`src/rtl/wsd_pkg.sv`:
```
// ----------------------------------------------------------------------------
// wsd_pkg
// Shared types and constants of the WebSocket receive frame deframer.
// ----------------------------------------------------------------------------
package wsd_pkg;

    // Field widths
    localparam int unsigned BYTE_W   = 8;
    localparam int unsigned OPCODE_W = 4;
    localparam int unsigned LIMIT_W  = 16;
    localparam int unsigned LEN_W    = 64;
    localparam int unsigned POS_W    = 17;
    localparam int unsigned HCNT_W   = 3;
    localparam int unsigned KEY_N    = 4;
    localparam int unsigned USER_W   = OPCODE_W + 1;

    // Header constants
    localparam logic [6:0]          LEN_CODE_16   = 7'd126;
    localparam logic [6:0]          LEN_CODE_64   = 7'd127;
    localparam logic [HCNT_W-1:0]   EXT16_COUNT   = 3'd1;
    localparam logic [HCNT_W-1:0]   EXT64_COUNT   = 3'd7;
    localparam logic [1:0]          KEY_LAST_IDX  = 2'd3;
    localparam logic [LIMIT_W-1:0]  LIMIT_RESET   = 16'd4095;
    // Saturated position floor: stays at or above 65536
    localparam logic [POS_W-1:0]    POS_FLOOR     = 17'h10000;

    // Parser phase
    typedef enum logic [2:0] {
        PH_HDR0   = 3'd0,
        PH_HDR1   = 3'd1,
        PH_EXTLEN = 3'd2,
        PH_MASK   = 3'd3,
        PH_DATA   = 3'd4
    } phase_t;

    // One result item
    typedef struct packed {
        logic [OPCODE_W-1:0] opcode;
        logic [BYTE_W-1:0]   payload;
        logic                kept;
        logic                last;
    } res_t;

endpackage

```
`src/rtl/websocket_frame_deframer.sv`:
```
// ----------------------------------------------------------------------------
// Each result is registered in the output register, or in the skid register
// while the output waits. One byte per cycle while s_tready is high.
// A two-entry output register keeps s_tready high while one result waits.
// Reset (aresetn low, synchronous) returns the parser to the first header
// byte, empties the output stage and sets max_kept_bytes to 4095.
// ----------------------------------------------------------------------------
// websocket_frame_deframer
// Parses WebSocket frames byte by byte and delivers unmasked payload bytes.
// ----------------------------------------------------------------------------
module websocket_frame_deframer
    import wsd_pkg::*;
(
    input  logic                aclk,
    input  logic                aresetn,
    // Received byte stream
    input  logic                s_tvalid,
    output logic                s_tready,
    input  logic [BYTE_W-1:0]   s_tdata,   // [7:0] rx_byte
    // Payload stream
    output logic                m_tvalid,
    input  logic                m_tready,
    output logic [BYTE_W-1:0]   m_tdata,   // [7:0] payload_byte
    output logic [USER_W-1:0]   m_tuser,   // [3:0] frame_opcode, [4] byte_kept
    output logic                m_tlast,   // frame_last
    // Configuration write: max_kept_bytes
    input  logic                cfg_valid,
    output logic                cfg_ready,
    input  logic [LIMIT_W-1:0]  cfg_data
);

    logic [LIMIT_W-1:0] max_kept_reg;
    logic               byte_en;
    logic               res_valid;
    res_t               res;
    res_t               out_res;

    assign cfg_ready = 1'b1;
    assign byte_en   = s_tvalid && s_tready;

    // Kept-byte limit register
    always_ff @(posedge aclk) begin
        if (!aresetn) begin
            max_kept_reg <= LIMIT_RESET;
        end else if (cfg_valid) begin
            max_kept_reg <= cfg_data;
        end
    end

    wsd_parser u_parser (
        .aclk      (aclk),
        .aresetn   (aresetn),
        .byte_en   (byte_en),
        .rx_byte   (s_tdata),
        .max_kept  (max_kept_reg),
        .res_valid (res_valid),
        .res       (res)
    );

    wsd_out_buf u_out_buf (
        .aclk      (aclk),
        .aresetn   (aresetn),
        .in_valid  (res_valid),
        .in_res    (res),
        .in_ready  (s_tready),
        .out_valid (m_tvalid),
        .out_res   (out_res),
        .out_ready (m_tready)
    );

    assign m_tdata = out_res.payload;
    assign m_tuser = {out_res.kept, out_res.opcode};
    assign m_tlast = out_res.last;

endmodule

```
`src/rtl/wsd_parser.sv`:
```
// ----------------------------------------------------------------------------
// wsd_parser
// Header parser and payload unmasker. Updates its state on each accepted byte
// and presents the result of that byte combinationally.
// ----------------------------------------------------------------------------
module wsd_parser
    import wsd_pkg::*;
(
    input  logic                aclk,
    input  logic                aresetn,
    input  logic                byte_en,
    input  logic [BYTE_W-1:0]   rx_byte,
    input  logic [LIMIT_W-1:0]  max_kept,
    output logic                res_valid,
    output res_t                res
);

    phase_t              phase_reg,  phase_next;
    logic [OPCODE_W-1:0] opcode_reg, opcode_next;
    logic                mask_on_reg, mask_on_next;
    logic [HCNT_W-1:0]   hcnt_reg,   hcnt_next;
    logic [LEN_W-1:0]    len_reg,    len_next;
    logic [POS_W-1:0]    pos_reg,    pos_next;
    logic [BYTE_W-1:0]   key_reg [KEY_N];
    logic                key_we;

    // Helper decodes
    logic [6:0]       len_code;
    logic             is_code16;
    logic             is_code64;
    logic [LEN_W-1:0] len_shift;
    logic             short_zero;
    logic             ext_zero;
    logic             len_zero;
    logic             len_one;
    logic             key_done;
    logic [POS_W:0]   pos_inc;

    assign len_code   = rx_byte[6:0];
    assign is_code16  = (len_code == LEN_CODE_16);
    assign is_code64  = (len_code == LEN_CODE_64);
    assign len_shift  = {len_reg[LEN_W-BYTE_W-1:0], rx_byte};
    assign short_zero = (len_code == 7'd0);
    assign ext_zero   = (len_shift == '0);
    assign len_zero   = (len_reg == '0);
    assign len_one    = (len_reg == {{(LEN_W-1){1'b0}}, 1'b1});
    assign key_done   = (hcnt_reg[1:0] == KEY_LAST_IDX);
    assign pos_inc    = {1'b0, pos_reg} + {{POS_W{1'b0}}, 1'b1};

    // Next phase
    always_comb begin
        phase_next = phase_reg;
        if (byte_en) begin
            case (phase_reg)
                PH_HDR1: begin
                    if (is_code16 || is_code64) begin
                        phase_next = PH_EXTLEN;
                    end else if (rx_byte[7]) begin
                        phase_next = PH_MASK;
                    end else if (short_zero) begin
                        phase_next = PH_HDR0;
                    end else begin
                        phase_next = PH_DATA;
                    end
                end
                PH_EXTLEN: begin
                    if (hcnt_reg == '0) begin
                        if (mask_on_reg) begin
                            phase_next = PH_MASK;
                        end else if (ext_zero) begin
                            phase_next = PH_HDR0;
                        end else begin
                            phase_next = PH_DATA;
                        end
                    end
                end
                PH_MASK: begin
                    if (key_done) begin
                        phase_next = len_zero ? PH_HDR0 : PH_DATA;
                    end
                end
                PH_DATA: begin
                    if (len_one) begin
                        phase_next = PH_HDR0;
                    end
                end
                default: begin
                    phase_next = PH_HDR1;
                end
            endcase
        end
    end

    // Datapath and result
    always_comb begin
        opcode_next  = opcode_reg;
        mask_on_next = mask_on_reg;
        hcnt_next    = hcnt_reg;
        len_next     = len_reg;
        pos_next     = pos_reg;
        key_we       = 1'b0;
        res_valid    = 1'b0;
        res.opcode   = opcode_reg;
        res.payload  = '0;
        res.kept     = 1'b0;
        res.last     = 1'b1;
        if (byte_en) begin
            case (phase_reg)
                PH_HDR1: begin
                    mask_on_next = rx_byte[7];
                    pos_next     = '0;
                    if (is_code16) begin
                        hcnt_next = EXT16_COUNT;
                        len_next  = '0;
                    end else if (is_code64) begin
                        hcnt_next = EXT64_COUNT;
                        len_next  = '0;
                    end else begin
                        len_next = {{(LEN_W-7){1'b0}}, len_code};
                        if (rx_byte[7]) begin
                            hcnt_next = '0;
                        end else if (short_zero) begin
                            res_valid = 1'b1;
                        end
                    end
                end
                PH_EXTLEN: begin
                    len_next = len_shift;
                    if (hcnt_reg == '0) begin
                        pos_next = '0;
                        if (!mask_on_reg && ext_zero) begin
                            res_valid = 1'b1;
                        end
                    end else begin
                        hcnt_next = hcnt_reg - 1'b1;
                    end
                end
                PH_MASK: begin
                    key_we = 1'b1;
                    if (key_done) begin
                        hcnt_next = '0;
                        pos_next  = '0;
                        res_valid = len_zero;
                    end else begin
                        hcnt_next = hcnt_reg + 1'b1;
                    end
                end
                PH_DATA: begin
                    res_valid   = 1'b1;
                    res.payload = mask_on_reg ? (rx_byte ^ key_reg[pos_reg[1:0]]) : rx_byte;
                    res.kept    = (pos_reg < {1'b0, max_kept});
                    res.last    = len_one;
                    len_next    = len_reg - 1'b1;
                    // Saturate, keeping the low two bits for key rotation
                    if (pos_inc[POS_W]) begin
                        pos_next = POS_FLOOR | {{(POS_W-2){1'b0}}, pos_inc[1:0]};
                    end else begin
                        pos_next = pos_inc[POS_W-1:0];
                    end
                end
                default: begin
                    opcode_next = rx_byte[OPCODE_W-1:0];
                end
            endcase
        end
    end

    // Control state
    always_ff @(posedge aclk) begin
        if (!aresetn) begin
            phase_reg   <= PH_HDR0;
            opcode_reg  <= '0;
            mask_on_reg <= 1'b0;
            hcnt_reg    <= '0;
            pos_reg     <= '0;
        end else begin
            phase_reg   <= phase_next;
            opcode_reg  <= opcode_next;
            mask_on_reg <= mask_on_next;
            hcnt_reg    <= hcnt_next;
            pos_reg     <= pos_next;
        end
    end

    // Length and mask key
    always_ff @(posedge aclk) begin
        len_reg <= len_next;
        if (key_we) begin
            key_reg[hcnt_reg[1:0]] <= rx_byte;
        end
    end

endmodule

```
`src/rtl/wsd_out_buf.sv`:
```
// ----------------------------------------------------------------------------
// wsd_out_buf
// Two-entry output register with skid stage; keeps input ready while one
// result waits downstream.
// ----------------------------------------------------------------------------
module wsd_out_buf
    import wsd_pkg::*;
(
    input  logic aclk,
    input  logic aresetn,
    input  logic in_valid,
    input  res_t in_res,
    output logic in_ready,
    output logic out_valid,
    output res_t out_res,
    input  logic out_ready
);

    logic out_valid_reg, out_valid_next;
    logic skid_valid_reg, skid_valid_next;
    res_t out_res_reg, out_res_next;
    res_t skid_res_reg, skid_res_next;

    assign in_ready  = !skid_valid_reg;
    assign out_valid = out_valid_reg;
    assign out_res   = out_res_reg;

    // Refill output from skid first, else from new result
    always_comb begin
        out_valid_next  = out_valid_reg;
        skid_valid_next = skid_valid_reg;
        out_res_next    = out_res_reg;
        skid_res_next   = skid_res_reg;
        if (!out_valid_reg || out_ready) begin
            if (skid_valid_reg) begin
                out_valid_next  = 1'b1;
                out_res_next    = skid_res_reg;
                skid_valid_next = 1'b0;
            end else begin
                out_valid_next = in_valid;
                out_res_next   = in_res;
            end
        end else if (in_valid) begin
            skid_valid_next = 1'b1;
            skid_res_next   = in_res;
        end
    end

    always_ff @(posedge aclk) begin
        if (!aresetn) begin
            out_valid_reg  <= 1'b0;
            skid_valid_reg <= 1'b0;
        end else begin
            out_valid_reg  <= out_valid_next;
            skid_valid_reg <= skid_valid_next;
        end
    end

    always_ff @(posedge aclk) begin
        out_res_reg  <= out_res_next;
        skid_res_reg <= skid_res_next;
    end

endmodule

```
`config.mk`:
```
export PLATFORM = sky130hd
export DESIGN_NAME = websocket_frame_deframer
export DESIGN_NICKNAME = d
export VERILOG_FILES = /design/src/rtl/wsd_pkg.sv /design/src/rtl/websocket_frame_deframer.sv /design/src/rtl/wsd_parser.sv /design/src/rtl/wsd_out_buf.sv
export SDC_FILE = /design/constraint.sdc
export NUM_CORES = 1
export LEC_CHECK = 0
export ABC_AREA = 0
export BUFFER_PORTS_ARGS = -buffer_cell sky130_fd_sc_hd__buf_2
export CELL_PAD_IN_SITES_DETAIL_PLACEMENT = 0
export CELL_PAD_IN_SITES_GLOBAL_PLACEMENT = 1
export CORE_AREA = 4 4 182 149
export CTS_CLUSTER_SIZE = 8
export DETAILED_ROUTE_END_ITERATION = 10
export DIE_AREA = 0 0 186 153
export PLACE_DENSITY_LB_ADDON = 0.1
export SYNTH_ARGS = -nofsm -noshare
export SYNTH_HDL_FRONTEND = slang
export SYNTH_HIERARCHICAL = 1
export SYNTH_SLANG_ARGS = --single-unit
```
`constraint.sdc`:
```
create_clock -name aclk -period 4.75 [get_ports aclk]
set_input_delay 0 -clock aclk [delete_from_list [all_inputs] [get_ports aclk]]
set_output_delay 0 -clock aclk [all_outputs]
set_load 0.02 [all_outputs]
```
[Yosys cells after proc, flatten, opt, wreduce, memory -nomap -nowiden]
Memory sizes are Yosys's and may differ from the RTL's. A register that Yosys moved wholly into a read port is not among the register bits.
Cells that the tools add are included.
Storage, ports and cells
  register bits after elaboration: 138
  latch bits: 0
  RAM bits: 32
  bits in read-only memories: 0
  bits of input ports: 29
  output and inout port bits: 17
  word-level logic and storage cells: 106
  memories: 1
Memories
  u_parser.key_reg: depth 4, bits a word 8, read ports 1, clocked after memory_dff 1, write ports 1, line wsd_parser.sv:24  | logic [BYTE_W-1:0] key_reg [KEY_N];
Operators by class
  $add $sub $neg: 4
  multipliers: 0
  divide/modulo/power cells: 0
  order comparisons: 1
  eq/ne operators: 13
  shift operators: 0
  muxes and demuxes: 43
  bitwise operators: 4
  reductions and logical operators: 23
Operator list (count)
  64-bit one-hot mux with 3 select lines: 1
  64-bit zero test: 2
  17-bit one-hot mux with 4 select lines: 1
  64-bit by 1-bit == test with 1-bit output (second input constant): 1
  64-bit 2-to-1 mux: 1
  64-bit by 1-bit subtractor with 64-bit output (second input constant): 1
  17-bit 2-to-1 mux: 3
  3-bit 2-to-1 mux: 14
  10-bit 2-to-1 mux: 2
  17-bit by 1-bit adder with 18-bit output (second input constant): 1
  17-bit by 16-bit < comparator with 1-bit output: 1
  7-bit == test (second input constant): 2
  14-bit 2-to-1 mux: 1
  1-bit 2-to-1 mux: 13
  3-bit one-hot mux with 4 select lines: 1
  4-bit AND reduction: 3
  3-bit one-hot mux with 3 select lines: 1
  8-bit 2-to-1 mux: 1
  2-bit AND reduction: 4
  8-bit bitwise XOR: 1
  7-bit zero test: 1
  7-bit 2-to-1 mux: 1
  3-bit by 2-bit == test with 1-bit output (second input constant): 2
  2-bit by 1-bit inequality test with 1-bit output (second input constant): 3
  other kinds (18): 26

[Longest topological paths before layout]
  depth in word-level cells: 8
  gate-level depth with buffers: 10
  gate-level depth less buffers: 9

[Cells and area by module]
The synthesis kept the hierarchy.
By module, submodules not included
  wsd_parser: times used 1, cells an instance 727, area each 7253.2 sq um, seq. area each 3483.3 sq um
  wsd_out_buf: times used 1, cells an instance 53, area each 1138.6 sq um, seq. area each 880.8 sq um
  websocket_frame_deframer: times used 1, cells an instance 54, area each 603.1 sq um, seq. area each 320.3 sq um

[Least setup slack after synthesis]
No wires, ideal clock.
  kind: reg2reg
  from: reg u_parser.len_reg[29]
  to: reg u_out_buf/skid_res_reg[0] in the netlist's numbering (enable)
  library setup time: 0.385 ns
  arrival: 3.247 ns
  data required time: 4.365 ns
  slack: 1.118 ns
  stages on the path, launching flop included: 11
  buffers on the path: 2
  period minus slack after synthesis: 3.632 ns
  path through: edfxtp_1 -> or4_4 -> or3_1 -> buf_2 -> or4_4 -> buf_6 -> nor2_1 -> a32oi_1 -> a21boi_0 -> inv_1 -> nor2_1
On the way
  word-level cells in the longest chain between the ends: 7
  elaborated cells between the ends (all ways): 9
  those cells by class: mux: 5; reduce/logical: 4
Ends and longest elaborated chain
  start: declaration: line wsd_parser.sv:22  | logic [LEN_W-1:0] len_reg, len_next;
  start signal: assignment: line wsd_parser.sv:187  | len_reg <= len_next;
  64-bit zero test: line wsd_parser.sv:44  | assign ext_zero = (len_shift == '0);
  1-bit logical AND: line wsd_parser.sv:131  | if (!mask_on_reg && ext_zero) begin
  1-bit 2-to-1 mux: line wsd_parser.sv:131
  1-bit 2-to-1 mux: line wsd_parser.sv:129  | if (hcnt_reg == '0) begin
  1-bit one-hot mux with 4 select lines *: line wsd_parser.sv:108  | case (phase_reg)
  1-bit 2-to-1 mux *: line wsd_parser.sv:107  | if (byte_en) begin
  named net res_valid: line websocket_frame_deframer.sv:34  | logic res_valid;
  2-bit AND reduction (no source line) *
  end signal: assignment: line wsd_out_buf.sv:61  | skid_res_reg <= skid_res_next;
  end: declaration: line wsd_out_buf.sv:22  | res_t skid_res_reg, skid_res_next;
The timed path passes the listed nets; every way through them passes the cells marked *.
A chain may end at the register's enable or synchronous reset.

[Worst setup path after layout]
  from: reg u_parser.len_reg[29]
  to: reg u_out_buf/skid_res_reg[1] in the netlist's numbering (enable)
Same word-level chain as after synthesis.

==> results.tsv <==
stage	metric	value	unit
power	pwr dens	319.5	nW/um^2
global_routing	antenna violations before repair	0	
global_routing	gr usage total	15.13	%
floorplanning	die area	28460	sq um
floorplanning	CORE AREA	25110	sq um
yosys	most frequent cell after synthesis	edfxtp_1	
global_routing	first-pass GRT wire length	34490	microns
timing	RSZ-0062 raised after global routing	no	
detailed_routing	drt drc	0	
yosys	post-synthesis sequential area ratio	52.08	%
clocking	Post-CTS Repair Setup Buffers	0	
power	clock power share	42.4	%
power	Reg power frac	51.0	%
floorplanning	chip height	153	microns
clocking	htree depth	4	
finish	Area Growth Syn to Fin	15.91	%
global_routing	number of global-route vias before repair	6401	
yosys	Async SR Flop Fraction	0	%
timing	relative slew slack	35.87	%
placement	hpwl dp	14100	microns
yosys	share of the synthesized area in the top cell type	41.40	%
yosys	Post-synth top cells	edfxtp_1 (124), nand2_1 (107), nor2_1 (65)	
critical_path	setup slack, reg-to-reg	1.09	ns
yosys	Top FF cell, synth	edfxtp_1	
yosys	combinational family with the most area after synthesis	simple AND/OR/NAND/NOR gates	
critical_path	Req. time, crit path	4.87	ns
detailed_routing	Iter 0 DRT Violations	425	
power	VDD IR max	0.0002408	V
yosys	post-synth net total	887	
critical_path	CP arrival	3.78	ns
floorplanning	die width	186	microns
clocking	cts bufs inserted	17	
clocking	Reg clk slew, reported paths	0.08	ns
timing	Tcrit/Tclk final	77.04	%
timing	Hold Vio Cnt, Final	0	
timing	WHS	0.08218	ns
yosys	Yosys warnings	6	
clocking	CTS tree	built	
yosys	Synth Area in Simple Gates	18.70	%
clocking	clk buf depth	2	
timing	final max-slew violation count	0	
placement	port bufs	44	
yosys	synth top area cells	edfxtp_1 (41%), dfxtp_1 (11%), xnor2_1 (5.2%), nand2_1 (4.5%), o21ai_0 (3.5%)	
finish	share of layout cells above drive strength 1	13.44	%
floorplanning	I/O Pins	46	
floorplanning	Rows	52	
floorplanning	starting density of the core	35.82	%
clocking	CTS sink cnt	172	
power	P_leak	3.616	nW
placement	GP Congestion	0.7991	
timing	Tmin final	3.659	ns
power	Combinational Power Share	6.5	%
yosys	xor and xnor area share after synthesis	7.984	%
clocking	post-CTS sizing	0	
yosys	Synth Area in Adders	3.338	%
detailed_routing	WL final	21170	microns
critical_path	Worst Path Max Fanout	15	
yosys	library cells used by synthesis	64	
yosys	fraction of synthesized area in multiplexers	6.538	%
timing	Sum Neg Setup Slack	0	ns
global_routing	GR Overflow Total	0	
timing	Achievable Freq	273.3	MHz
detailed_routing	number of vias per cell	5.177	
global_routing	largest net degree at the start of global routing	69	
critical_path	Critical Path Sink Type	register	
critical_path	CP Launch Type	register	
clocking	clk root buf	clkbuf_16	
timing	Max Clock Skew	0.01408	ns
yosys	leading area contributor after synthesis	edfxtp_1	
yosys	#FFs+latches synth	172	
yosys	Compound-Gate Fraction of Synth Area	7.943	%
detailed_routing	Final ANT Viol Nets	0	
yosys	synthesized area per cell	10.79	sq um
clocking	clock latency at the later pin of the worst-skew pair	0.44	ns
run_status	outcome	finished clean	
finish	Largest register FFs	64	
power	Int Pwr	2.498	mW
finish	Inserted Diodes	0	
job	# Max-Cap Violations	0	
detailed_routing	DR WL/cell	17.09	microns
power	Net Sw Frac	25.00	%
min_path	Worst Hold Class	in -> reg	
yosys	Mapped Area	8995	sq um
timing	final setup violation count	0	
yosys	EDFF count, synth	124	
detailed_routing	Pre-antenna DRT Iters	5	
timing	Slew @ Worst Pin	0.9490	ns
finish	nets	955	
power	Psw	832.8	uW
critical_path	Crit Path Class	reg -> reg	
yosys	Mapped Cells	834	
detailed_routing	Vias	6414	
placed cells by master, fill, tap and decap left out, types with 4 or more instances in the layout:
| cell | instances |
|---|---|
| buf_4 | 6 |
| dlygate4sd3_1 | 36 |
| a21oi_1 | 13 |
| inv_6 | 4 |
| ha_1 | 24 |
| nor3_1 | 29 |
| xor2_1 | 29 |
| dfxtp_1 | 48 |
| or4_1 | 8 |
| buf_2 | 44 |
| a21o_1 | 6 |
| mux2_2 | 6 |
| and2_1 | 7 |
| mux2_4 | 8 |
| o21ai_0 | 63 |
| mux4_2 | 8 |
| or3_1 | 10 |
| inv_8 | 5 |
| o21ai_1 | 7 |
| mux2i_1 | 22 |
| nand2_1 | 106 |
| nor3b_1 | 5 |
| nand3_1 | 13 |
| nor2_1 | 64 |
| edfxtp_1 | 124 |
| o22ai_1 | 5 |
| and3_1 | 5 |
| clkbuf_16 | 17 |
| xnor2_1 | 53 |
| nor4_1 | 19 |
| nand3b_1 | 5 |
| inv_1 | 27 |
| a211oi_1 | 4 |
| nor2b_1 | 7 |
| a31oi_1 | 5 |
| nand4_1 | 15 |
| nand2b_1 | 8 |
critical path: stages, from the launching register on:
cell      delay (ns)
edfxtp_1        0.47
or4_4           0.58
or3_1           0.60
or4_4           0.63
nor2_1          0.17
a32oi_1         0.09
a21boi_0        0.33
inv_1           0.08
nor2_1          0.11
buf_4           0.27
logic make-up (layout without fill, tap and decap cells):
family	after synthesis	in the layout
AND/OR/NAND/NOR	325	325
flip-flops	172	172
AO/OA/AOI/OAI	122	122
XOR/XNOR	82	82
buffers and inverters	64	145
multiplexers	44	44
adder cells (fa/ha/maj)	24	24
other	1	1
repair_timing:
action	in CTS	in global routing
endpoints found under the hold margin	56	0
hold buffers	36	0
endpoints found under the setup margin	0	0
final cells by class:
class	instances	area, sq um
Fill cell	2432	14690
Tap cell	324	405.4
Timing Repair Buffer	86	625.6
Clock buffer	17	425.4
Inverter	27	101.3
Sequential cell	172	4684
Multi-Input combinational cell	598	4018
Clock inverter	15	166.4
metrics by stage:
step	worst slack, ns	cell area [sq um]	utilization (%)	instances	power, mW
2_1_floorplan	1.118	8995	-	834	1.857
3_3_place_gp	1.142	9474	37.72	1171	1.924
3_5_place_dp	1.073	9474	37.72	1171	1.929
4_1_cts	1.048	10430	41.52	1239	3.384
5_1_grt	0.7588	10430	41.52	1239	3.471
6_report	1.091	10430	41.52	1239	3.331
layer usage:
layer  GRT usage (%)  wire [microns]  up-vias
met3           3.207             717       16
li1                -               -     3158
met2           22.92            9488       98
met4           4.024             184        0
met1           22.03           10780     3142
met5               0               0        -
path summary, 6_finish.rpt:
path,start,to,cells past startpoint
min reg2reg,u_parser/opcode_reg[0],u_out_buf/skid_res_reg[10],0
max reg2reg,u_parser/len_reg[29],u_out_buf/skid_res_reg[1],9
min,aresetn,u_parser/phase_reg[0],2
max,u_parser/len_reg[29],u_out_buf/skid_res_reg[1],9
power groups by stage:
stage	Sequential, mW	Clock (mW)	Combinational, mW
detailed placement	1.73	0	0.195
finish	1.70	1.41	0.218
global route	1.71	1.52	0.245
global placement	1.73	0	0.191
CTS	1.70	1.46	0.220
floorplan	1.72	0	0.136
(Power assumes the default switching activity.)
